--- src/rtl/core/annexb_access_unit_splitter_macros.svh ---
// Assertion macros shared by the access unit splitter RTL.
`ifndef ANNEXB_ACCESS_UNIT_SPLITTER_MACROS_SVH
`define ANNEXB_ACCESS_UNIT_SPLITTER_MACROS_SVH

`ifndef NO_ASSERTIONS

// The consequent must hold in the same cycle as the antecedent.
`define AUS_ASSERT_IMPLY(label, clk, rst_n, ante, cons) \
    label: assert property (@(posedge clk) disable iff (!(rst_n)) (ante) |-> (cons)) \
        else $error("access unit splitter: same-cycle check failed");

// The consequent must hold in the cycle after the antecedent.
`define AUS_ASSERT_NEXT(label, clk, rst_n, ante, cons) \
    label: assert property (@(posedge clk) disable iff (!(rst_n)) (ante) |=> (cons)) \
        else $error("access unit splitter: next-cycle check failed");

`else

`define AUS_ASSERT_IMPLY(label, clk, rst_n, ante, cons)
`define AUS_ASSERT_NEXT(label, clk, rst_n, ante, cons)

`endif

`endif

--- src/rtl/core/aus_pkg.sv ---
package aus_pkg;

    localparam int DATA_W   = 8;
    localparam int LEN_W    = 22;
    localparam int NAL_TYPE_W = 5;

    localparam int MAX_UNIT_BYTES_DEF    = 2097152;
    localparam int MAX_PENDING_BYTES_DEF = 65536;
    localparam int DELAY_DEPTH_DEF       = 6;

    // The line holds three more entries than the nominal delay depth.
    localparam int LINE_EXTRA_SLOTS = 3;
    // A byte leaves the line only while a later byte stays behind it.
    localparam int EMIT_MIN_FILL = 2;

    localparam int PUSH_CNT_W = 4;
    localparam int CODE_LEN_W = 3;

    localparam logic [DATA_W-1:0]     ZERO_BYTE       = 8'h00;
    localparam logic [DATA_W-1:0]     START_CODE_BYTE = 8'h01;
    localparam logic [1:0]            ZERO_RUN_MAX    = 2'd3;
    localparam logic [1:0]            START_ZERO_MIN  = 2'd2;
    localparam logic [CODE_LEN_W-1:0] CODE_LEN_NONE   = 3'd0;
    localparam logic [CODE_LEN_W-1:0] CODE_LEN_SHORT  = 3'd3;
    localparam logic [CODE_LEN_W-1:0] CODE_LEN_LONG   = 3'd4;
    localparam logic [NAL_TYPE_W-1:0] SLICE_TYPE_LOW  = 5'd1;
    localparam logic [NAL_TYPE_W-1:0] SLICE_TYPE_KEY  = 5'd5;

    typedef struct packed {
        logic [DATA_W-1:0] data;
        logic              unit_start;
        logic              unit_end;
        logic              unit_key;
        logic              pend;
    } line_entry_t;

    typedef struct packed {
        logic [PUSH_CNT_W-1:0] count;
        logic [CODE_LEN_W-1:0] code_len;
        logic [DATA_W-1:0]     data;
        logic                  start;
        logic                  pend;
        logic                  mark_end;
        logic                  mark_key;
    } push_plan_t;

    typedef struct packed {
        logic [DATA_W-1:0] out_byte;
        logic              unit_start;
        logic              unit_end;
        logic              unit_key;
        logic [LEN_W-1:0]  unit_length;
        logic              unit_overflow;
    } result_t;

endpackage

--- src/rtl/core/aus_parse.sv ---
module aus_parse import aus_pkg::*; (
    input  logic              aclk,
    input  logic              aresetn,
    input  logic              step_en,
    input  logic [DATA_W-1:0] data_byte,
    output push_plan_t        plan
);

    logic [1:0] zero_run_reg, zero_run_next;
    logic       seen_first_reg, seen_first_next;
    logic       expect_hdr_reg, expect_hdr_next;
    logic       open_long_reg, open_long_next;
    logic       have_slice_reg, have_slice_next;
    logic       key_seen_reg, key_seen_next;
    logic       next_start_reg, next_start_next;

    logic                  is_zero;
    logic                  start_hit;
    logic                  commit;
    logic                  hdr;
    logic                  is_slice;
    logic                  new_unit;
    logic                  start_flag;
    logic [CODE_LEN_W-1:0] code_len;
    logic [PUSH_CNT_W-1:0] body_cnt;
    logic [DATA_W-1:0]     hdr_byte;
    logic [NAL_TYPE_W-1:0] nal_type;

    always_comb begin
        is_zero   = (data_byte == ZERO_BYTE);
        start_hit = (data_byte == START_CODE_BYTE) && (zero_run_reg >= START_ZERO_MIN);
        commit    = seen_first_reg && (is_zero ? (zero_run_reg == ZERO_RUN_MAX) : !start_hit);
        body_cnt  = is_zero ? PUSH_CNT_W'(1) : PUSH_CNT_W'(zero_run_reg) + PUSH_CNT_W'(1);
        hdr       = commit && expect_hdr_reg;
        code_len  = hdr ? (open_long_reg ? CODE_LEN_LONG : CODE_LEN_SHORT) : CODE_LEN_NONE;

        // The header is the first body byte, which is a held zero when any are pending.
        hdr_byte  = (zero_run_reg == 2'd0) ? data_byte : ZERO_BYTE;
        nal_type  = hdr_byte[NAL_TYPE_W-1:0];
        is_slice  = hdr && (nal_type >= SLICE_TYPE_LOW) && (nal_type <= SLICE_TYPE_KEY);
        new_unit  = is_slice && have_slice_reg;

        have_slice_next = have_slice_reg | is_slice;
        key_seen_next   = is_slice ? (nal_type == SLICE_TYPE_KEY) : key_seen_reg;
        start_flag      = new_unit | next_start_reg;
        next_start_next = commit ? 1'b0 : start_flag;

        zero_run_next   = is_zero ? ((zero_run_reg == ZERO_RUN_MAX) ? ZERO_RUN_MAX
                                                                    : zero_run_reg + 2'd1)
                                  : 2'd0;
        expect_hdr_next = start_hit ? 1'b1 : (commit ? 1'b0 : expect_hdr_reg);
        open_long_next  = start_hit ? (zero_run_reg == ZERO_RUN_MAX) : open_long_reg;
        seen_first_next = seen_first_reg | start_hit;

        plan.count    = commit ? PUSH_CNT_W'(code_len) + body_cnt : PUSH_CNT_W'(0);
        plan.code_len = code_len;
        plan.data     = data_byte;
        plan.start    = start_flag;
        plan.pend     = !have_slice_next;
        plan.mark_end = new_unit;
        plan.mark_key = key_seen_reg;
    end

    always_ff @(posedge aclk) begin
        if (!aresetn) begin
            zero_run_reg   <= 2'd0;
            seen_first_reg <= 1'b0;
            expect_hdr_reg <= 1'b0;
            open_long_reg  <= 1'b0;
            have_slice_reg <= 1'b0;
            key_seen_reg   <= 1'b0;
            next_start_reg <= 1'b1;
        end else if (step_en) begin
            zero_run_reg   <= zero_run_next;
            seen_first_reg <= seen_first_next;
            expect_hdr_reg <= expect_hdr_next;
            open_long_reg  <= open_long_next;
            have_slice_reg <= have_slice_next;
            key_seen_reg   <= key_seen_next;
            next_start_reg <= next_start_next;
        end
    end

endmodule

--- src/rtl/core/aus_line.sv ---
module aus_line import aus_pkg::*; #(
    parameter int DELAY_DEPTH = DELAY_DEPTH_DEF
) (
    input  logic        aclk,
    input  logic        aresetn,
    input  logic        step_en,
    input  push_plan_t  plan,
    output logic        emit,
    output line_entry_t emit_entry
);

    localparam int SLOTS  = DELAY_DEPTH + LINE_EXTRA_SLOTS;
    localparam int FILL_W = $clog2(SLOTS + 1);
    localparam logic [FILL_W:0] SLOTS_W    = (FILL_W+1)'(SLOTS);
    localparam logic [FILL_W:0] EMIT_MIN_W = (FILL_W+1)'(EMIT_MIN_FILL);

    line_entry_t line_reg  [SLOTS];
    line_entry_t line_next [SLOTS];
    line_entry_t pre       [SLOTS+1];

    logic [FILL_W-1:0] fill_reg, fill_next;
    logic [FILL_W:0]   fill_ext;
    logic [FILL_W:0]   fill_sum;
    logic [FILL_W:0]   fill_pre;
    logic [FILL_W:0]   fill_post;
    logic [FILL_W:0]   pos;
    logic [FILL_W:0]   cnt_ext;
    logic [FILL_W:0]   code_ext;

    always_comb begin
        fill_ext = {1'b0, fill_reg};
        cnt_ext  = (FILL_W+1)'(plan.count);
        code_ext = (FILL_W+1)'(plan.code_len);
        fill_sum = fill_ext + cnt_ext;
        fill_pre = (fill_sum > SLOTS_W) ? SLOTS_W : fill_sum;
        emit     = (fill_pre >= EMIT_MIN_W);
        pos      = '0;

        // Held entries first, then this item's start code and body bytes.
        for (int j = 0; j <= SLOTS; j++) begin
            pre[j] = '0;
        end
        for (int j = 0; j < SLOTS; j++) begin
            pos = (FILL_W+1)'(j) - fill_ext;
            if ((FILL_W+1)'(j) < fill_ext) begin
                pre[j] = line_reg[j];
                if (plan.mark_end && ((FILL_W+1)'(j + 1) == fill_ext)) begin
                    pre[j].unit_end = 1'b1;
                    pre[j].unit_key = plan.mark_key;
                end
            end else if (pos < cnt_ext) begin
                if (pos < code_ext) begin
                    pre[j].data = (pos == code_ext - (FILL_W+1)'(1)) ? START_CODE_BYTE
                                                                     : ZERO_BYTE;
                end else begin
                    pre[j].data = (pos == cnt_ext - (FILL_W+1)'(1)) ? plan.data : ZERO_BYTE;
                end
                pre[j].unit_start = plan.start && (pos == '0);
                pre[j].pend       = plan.pend;
            end
        end

        for (int j = 0; j < SLOTS; j++) begin
            line_next[j] = emit ? pre[j+1] : pre[j];
        end

        fill_post  = emit ? fill_pre - (FILL_W+1)'(1) : fill_pre;
        fill_next  = fill_post[FILL_W-1:0];
        emit_entry = pre[0];
    end

    always_ff @(posedge aclk) begin
        if (!aresetn) begin
            fill_reg <= '0;
        end else if (step_en) begin
            fill_reg <= fill_next;
        end
    end

    always_ff @(posedge aclk) begin
        if (step_en) begin
            line_reg <= line_next;
        end
    end

endmodule

--- src/rtl/core/aus_count.sv ---
module aus_count import aus_pkg::*; #(
    parameter int MAX_UNIT_BYTES    = MAX_UNIT_BYTES_DEF,
    parameter int MAX_PENDING_BYTES = MAX_PENDING_BYTES_DEF
) (
    input  logic        aclk,
    input  logic        aresetn,
    input  logic        step_en,
    input  logic        emit,
    input  line_entry_t entry,
    output result_t     result
);

    localparam int UNIT_W = $clog2(MAX_UNIT_BYTES + 1);
    localparam int PEND_W = $clog2(MAX_PENDING_BYTES + 1);
    localparam logic [UNIT_W-1:0] UNIT_LIMIT = UNIT_W'(MAX_UNIT_BYTES);
    localparam logic [PEND_W-1:0] PEND_LIMIT = PEND_W'(MAX_PENDING_BYTES);

    logic [UNIT_W-1:0] unit_reg, unit_next, unit_base;
    logic [PEND_W-1:0] pend_reg, pend_next, pend_base;
    logic              ovf_reg, ovf_next;
    logic [UNIT_W+LEN_W-1:0] unit_wide;

    always_comb begin
        unit_base = entry.unit_start ? '0 : unit_reg;
        pend_base = entry.unit_start ? '0 : pend_reg;
        ovf_next  = entry.unit_start ? 1'b0 : ovf_reg;

        if (unit_base < UNIT_LIMIT) begin
            unit_next = unit_base + UNIT_W'(1);
        end else begin
            unit_next = unit_base;
            ovf_next  = 1'b1;
        end

        pend_next = pend_base;
        if (entry.pend) begin
            if (pend_base < PEND_LIMIT) begin
                pend_next = pend_base + PEND_W'(1);
            end else begin
                ovf_next = 1'b1;
            end
        end

        unit_wide = {{LEN_W{1'b0}}, unit_next};

        result.out_byte      = entry.data;
        result.unit_start    = entry.unit_start;
        result.unit_end      = entry.unit_end;
        result.unit_key      = entry.unit_end & entry.unit_key;
        result.unit_length   = entry.unit_end ? unit_wide[LEN_W-1:0] : '0;
        result.unit_overflow = entry.unit_end & ovf_next;
    end

    always_ff @(posedge aclk) begin
        if (!aresetn) begin
            unit_reg <= '0;
            pend_reg <= '0;
            ovf_reg  <= 1'b0;
        end else if (step_en && emit) begin
            unit_reg <= unit_next;
            pend_reg <= pend_next;
            ovf_reg  <= ovf_next;
        end
    end

endmodule

--- src/rtl/core/annexb_access_unit_splitter.sv ---
// Splits an H.264 Annex-B byte stream into access units, one byte per item.
// The input channel (s_valid, s_ready, s_data_byte) takes one stream byte per
// cycle. The output channel (m_valid, m_ready, m_*) gives the kept bytes in
// order, each tagged with unit_start, and the last byte of each access unit
// also with unit_end, unit_key, unit_length and unit_overflow.
// An accepted byte is held in an input register, and its effect is then
// registered in the output register, where the result that it releases
// shows up. Because kept bytes pass through a short delay line, an output
// byte usually belongs to an earlier input. While the output is taken,
// throughput is one input byte per cycle, with at most one output per input.
// Bytes ahead of the first start code, and the start codes of empty NAL units,
// produce no output; there is no end-of-stream flush.
// After reset all scanner state, counters and the delay line are empty, and
// the block is ready at once. When the receiver stalls, the pending result
// holds in the output register and one more byte waits in the input register;
// s_ready then drops until the output is taken.
`include "annexb_access_unit_splitter_macros.svh"

module annexb_access_unit_splitter import aus_pkg::*; #(
    parameter int MAX_UNIT_BYTES    = MAX_UNIT_BYTES_DEF,
    parameter int MAX_PENDING_BYTES = MAX_PENDING_BYTES_DEF,
    parameter int DELAY_DEPTH       = DELAY_DEPTH_DEF
) (
    input  logic              aclk,
    input  logic              aresetn,
    input  logic              s_valid,
    output logic              s_ready,
    input  logic [DATA_W-1:0] s_data_byte,
    output logic              m_valid,
    input  logic              m_ready,
    output logic [DATA_W-1:0] m_out_byte,
    output logic              m_unit_start,
    output logic              m_unit_end,
    output logic              m_unit_key,
    output logic [LEN_W-1:0]  m_unit_length,
    output logic              m_unit_overflow
);

    logic              in_valid_reg, in_valid_next;
    logic [DATA_W-1:0] in_byte_reg;
    logic              out_valid_reg, out_valid_next;
    result_t           out_res_reg;

    logic        out_free;
    logic        proc_en;
    logic        line_emit;
    push_plan_t  plan;
    line_entry_t emit_entry;
    result_t     step_res;

    assign out_free = !out_valid_reg || m_ready;
    assign proc_en  = in_valid_reg && out_free;
    assign s_ready  = !in_valid_reg || out_free;

    aus_parse u_parse (
        .aclk      (aclk),
        .aresetn   (aresetn),
        .step_en   (proc_en),
        .data_byte (in_byte_reg),
        .plan      (plan)
    );

    aus_line #(
        .DELAY_DEPTH (DELAY_DEPTH)
    ) u_line (
        .aclk       (aclk),
        .aresetn    (aresetn),
        .step_en    (proc_en),
        .plan       (plan),
        .emit       (line_emit),
        .emit_entry (emit_entry)
    );

    aus_count #(
        .MAX_UNIT_BYTES    (MAX_UNIT_BYTES),
        .MAX_PENDING_BYTES (MAX_PENDING_BYTES)
    ) u_count (
        .aclk    (aclk),
        .aresetn (aresetn),
        .step_en (proc_en),
        .emit    (line_emit),
        .entry   (emit_entry),
        .result  (step_res)
    );

    always_comb begin
        in_valid_next = in_valid_reg;
        if (s_valid && s_ready) begin
            in_valid_next = 1'b1;
        end else if (proc_en) begin
            in_valid_next = 1'b0;
        end

        out_valid_next = out_valid_reg;
        if (proc_en) begin
            out_valid_next = line_emit;
        end else if (m_ready) begin
            out_valid_next = 1'b0;
        end
    end

    always_ff @(posedge aclk) begin
        if (!aresetn) begin
            in_valid_reg  <= 1'b0;
            out_valid_reg <= 1'b0;
        end else begin
            in_valid_reg  <= in_valid_next;
            out_valid_reg <= out_valid_next;
        end
    end

    always_ff @(posedge aclk) begin
        if (s_valid && s_ready) begin
            in_byte_reg <= s_data_byte;
        end
        if (proc_en && line_emit) begin
            out_res_reg <= step_res;
        end
    end

    assign m_valid         = out_valid_reg;
    assign m_out_byte      = out_res_reg.out_byte;
    assign m_unit_start    = out_res_reg.unit_start;
    assign m_unit_end      = out_res_reg.unit_end;
    assign m_unit_key      = out_res_reg.unit_key;
    assign m_unit_length   = out_res_reg.unit_length;
    assign m_unit_overflow = out_res_reg.unit_overflow;

    `AUS_ASSERT_IMPLY(a_ready_when_out_empty, aclk, aresetn, !m_valid, s_ready)
    `AUS_ASSERT_NEXT(a_emit_reaches_output, aclk, aresetn, proc_en && line_emit, m_valid)
    `AUS_ASSERT_IMPLY(a_single_byte_unit, aclk, aresetn, m_valid && m_unit_start && m_unit_end, m_unit_length == LEN_W'(1))
    `AUS_ASSERT_IMPLY(a_tags_only_at_end, aclk, aresetn, m_valid && !m_unit_end, !m_unit_key && !m_unit_overflow && (m_unit_length == '0))

endmodule
--- config.mk ---
export PLATFORM = sky130hd
export DESIGN_NAME = annexb_access_unit_splitter
export DESIGN_NICKNAME = d
export VERILOG_FILES = /design/src/rtl/core/aus_pkg.sv /design/src/rtl/core/aus_parse.sv /design/src/rtl/core/aus_line.sv /design/src/rtl/core/aus_count.sv /design/src/rtl/core/annexb_access_unit_splitter.sv
export VERILOG_INCLUDE_DIRS = /design/src /design/src/rtl/core
export SDC_FILE = /design/constraint.sdc
export NUM_CORES = 1
export LEC_CHECK = 0
export BUFFER_PORTS_ARGS = -buffer_cell sky130_fd_sc_hd__clkbuf_2
export CAP_MARGIN = 20
export CORE_MARGIN = 2
export CORE_UTILIZATION = 35
export CTS_BUF_LIST = sky130_fd_sc_hd__clkbuf_16
export DETAILED_ROUTE_END_ITERATION = 7
export PLACE_DENSITY = 0.49
export SETUP_SLACK_MARGIN = 0.1
export SLEW_MARGIN = 10
export SYNTH_ARGS = -nofsm -noshare
export SYNTH_HDL_FRONTEND = slang
export SYNTH_SLANG_ARGS = --single-unit
--- constraint.sdc ---
create_clock -name aclk -period 9.45 [get_ports aclk]
set_input_delay 0.4725 -clock aclk [delete_from_list [all_inputs] [get_ports aclk]]
set_output_delay 0.4725 -clock aclk [all_outputs]
set_load 0.03 [all_outputs]
==> metrics <==
outcome=complete, no violations; vias in the first global route=~11000; most used cell, CP=ha_1; CP Class=reg2reg; Tmin final=8410 ps; gr usage total=22.0%; clock power share=slightly below 40%; Iter 0 DRT Violations=840; total CTS buffers=25; Buffers on Ports=47; CTS tree=done; initial core utilization=35.7%; crit path DAT=8650 ps; Fin Setup TNS=0 ps; die width=~200 um; Reg clk slew, reported paths=~60 ps; largest family of logic cells by synthesized area=compound AO/OA/AOI/OAI gates; FFs w/ async S/R, synth=0%; Pwr Density=between 150 and 200 nW/um^2; Rows=70; post_cts resized=0; Worst Reg-to-Reg Cells=21; Max Root-Sink Buffers=3; Max Clk Rate=approximately 120 MHz; average vias per placed instance=5.93; hold path cells=1; Final Hold Fails=0; Worst setup SP type=flop; # diodes=0; Sw Share=29.7%; Routed wire per std cell=between 20 and 25 um; Logic pwr share=18.7%; Reg power frac=41.8%; MaxCap Viol Count=0; Post-synth EDFFs=150; Root Buffer=clkbuf_16; slew margin rel.=a little over a fifth; hold_buf cts=0; HPWL Detailed=29.5 mm; worst slew pin tran=1180 ps; routability cong.=0.940; Internal=1.75 mW; Final Cycle Share=89.0%; multi-input logic area=6970 sq um; Area Overhead vs Synth=12.4%; Core Area=36700 sq um; register area share after synthesis=between 40 and 50%; first-pass GRT wire length=approximately 66 mm; crit-path cells=or4_1, o41a_1, buf_4, and2_0, nand2_1, inv_1, ha_1, nor2b_1, a21boi_0, nand3_1, nand2_1, inv_1, ha_1, o21bai_1, xor2_1, a21oi_1, and2_1, ha_1, or4_4, a32oi_1, o21ai_0; worst ir drop on vdd=about 0.14 mV; setup violation total in the final timing report=0; leakage power=5.50 nW; Pre-Repair DR Iteration Count=5; via count=~11000; Worst Setup End Kind=flop; Primary FF master, synth=edfxtp_1; Reg2Reg Launch Point=in_byte_reg[1]$_DFFE_PP_; Netlist cell types=89; number of clock sinks=between 200 and 250; Compound-Gate Fraction of Synth Area=23.7%; number of nets with antenna violations after routing=0; unrepaired setup endpoints after global routing=false; drt drc=0; placed insts=1844; skew final=20.2 ps; final setup margin=1040 ps; IO Count=48; layout net count=1488; die area=39000 sq um; worst hold-check path type=in2reg; FF/Latch Area=5590 sq um; Post-Syn Instances=around 1400; YS warnings=0; H-tree levels=1; Crit. Startpoint=in_byte_reg[1]$_DFFE_PP_; Pins Over Slew Limit=0; drt total wl=43.2 mm; mapped cell area=13100 sq um; worst endpoint required time=9690 ps; simple-gate share of the synthesized area=17.2%; Slowest-stage cell, CP=or4_4; HP Start=s_data_byte[6]; Setup WS pre-CTS=1190 ps; max reg flops=108; Post-CTS Setup Bufs=0; # fillers=3685; grt ovf=0; multiplexer share of the synthesized area=approximately 2.0%; Switch Pwr=approximately 0.74 mW; largest stage delay on the critical path=880 ps; maximum fanout along the worst path=64; layout cell share with drive strength beyond 1=11.7%; Mapped Avg Cell Area=9.43 sq um; final cell count without fillers=around 1900; Yosys reg bits=204; XOR/XNOR share of the synthesized area=2.98%; Die H=197 um; worst skew pair latency=roughly 540 ps; Post-Synth Adder-Cell Area=7.02%; initial antenna violation count=0; Synthesized Nets=1473; pin count of the biggest net entering global routing=74
-- power by group through the flow --
stage          Sequential, mW  Clock [mW]  Combinational (mW)
2_1_floorplan            1.06           0               0.303
3_3_place_gp             1.06           0               0.460
3_5_place_dp             1.06           0               0.459
4_1_cts                  1.04        1.01               0.462
5_1_grt                  1.04        1.04               0.509
6_report                 1.04       0.984               0.467
-- cell type report --
class	instances	area share (%)
Tap cell	468	3.98
Sequential cell	204	37.9
Multi-Input combinational cell	1032	47.3
Timing Repair Buffer	84	3.70
Inverter	57	1.49
Clock inverter	20	1.29
Clock buffer	25	4.25
-- Yosys cell counts, types with 5 or more instances --
cell,n,area [sq um]
o21ai_0,70,350
xor2_1,16,140
nand2b_1,12,75.1
a221oi_1,8,70.1
nor2_1,92,345
o21ai_2,9,78.8
a21oi_1,125,626
a2111oi_0,6,52.6
o31ai_1,16,120
or4_1,13,97.6
nor3_1,28,140
a211o_1,5,43.8
xnor2_1,19,166
and2_1,15,93.8
clkbuf_1,84,315
or3_1,10,62.6
nor4_1,11,68.8
o21ai_1,15,75.1
a31oi_1,46,288
nand4_1,7,43.8
mux2i_1,20,200
nand3b_1,9,67.6
buf_1,8,30.0
edfxtp_1,150,4500
nand2_1,110,413
or2_2,5,31.3
and3_1,47,294
a311oi_1,5,43.8
a22oi_1,18,135
nor2b_1,14,87.6
inv_1,54,203
o211ai_1,13,97.6
ha_1,71,888
a22o_1,13,114
a32oi_1,9,78.8
a2111o_1,5,56.3
a21o_1,19,143
o21a_1,13,97.6
and4_1,5,43.8
a21boi_0,5,37.5
nand3_1,41,205
a211oi_1,10,75.1
dfxtp_1,54,1080
-- worst max-delay path, delay by kind of cell, from the launching register on --
| kind | cells | cell delay (ps) |
|---|---|---|
| adders and majority gates | 3 | 1070 |
| DFF | 1 | 590 |
| AOI/OAI and AO/OA | 6 | 1930 |
| buffers and inverters | 3 | 710 |
| and+or+nand+nor | 8 | 3240 |
| xor gates and xnor gates | 1 | 550 |
-- final timing paths --
check / end / slack (ps)
setup reg to reg: u_line.line_reg[42]$_DFFE_PP_ / 1040
setup / recovery: u_line.line_reg[42]$_DFFE_PP_ / 1040
hold / removal: in_byte_reg[6]$_DFFE_PP_ / 130
hold reg to reg: u_parse.have_slice_reg$_SDFFE_PN0P_ / 480
-- through the flow --
stage / area, sq um / total power, mW / util (%) / hold WS [ps]
finish: 14700 / 2.49 / 40.1 / 126
detailed placement: 13900 / 1.52 / 37.9 / 466
CTS: 14700 / 2.51 / 40.1 / 105
global placement: 13900 / 1.52 / 37.8 / 459
global route: 14700 / 2.59 / 40.1 / 103
floorplan: 13100 / 1.36 / - / 440
-- layer usage --
metal	global-route usage [%]	vias up	share of wire, %
met5	0	-	0
met4	7.16	0	3.5
met3	2.75	86	5.3
met2	36.3	345	46
met1	30.0	5479	45
li1	-	5296	-
-- cell usage in the layout (no fill, tap or decap), types with 18 or more instances in the layout --
master	netlist	final
mux2i_1	20	20
inv_1	54	58
a31oi_1	46	46
nor2_1	92	92
clkbuf_2	0	47
nand3_1	41	41
ha_1	71	71
o21ai_0	70	70
nor3_1	28	28
a22oi_1	18	18
edfxtp_1	150	150
xnor2_1	19	19
nand2_1	110	110
a21o_1	19	19
buf_4	1	33
dfxtp_1	54	54
clkbuf_16	0	25
a21oi_1	125	124
and3_1	47	47
-- logic make-up (layout without fill, tap and decap cells) --
logic type | Yosys count | in the layout
AOI/OAI and AO/OA | 458 | 458
and+or+nand+nor | 438 | 438
DFF | 204 | 204
buffers and inverters | 153 | 186
adders and majority gates | 73 | 73
xor gates and xnor gates | 39 | 39
muxes | 24 | 24
No activity file was read; power rests on OpenSTA's default activity.
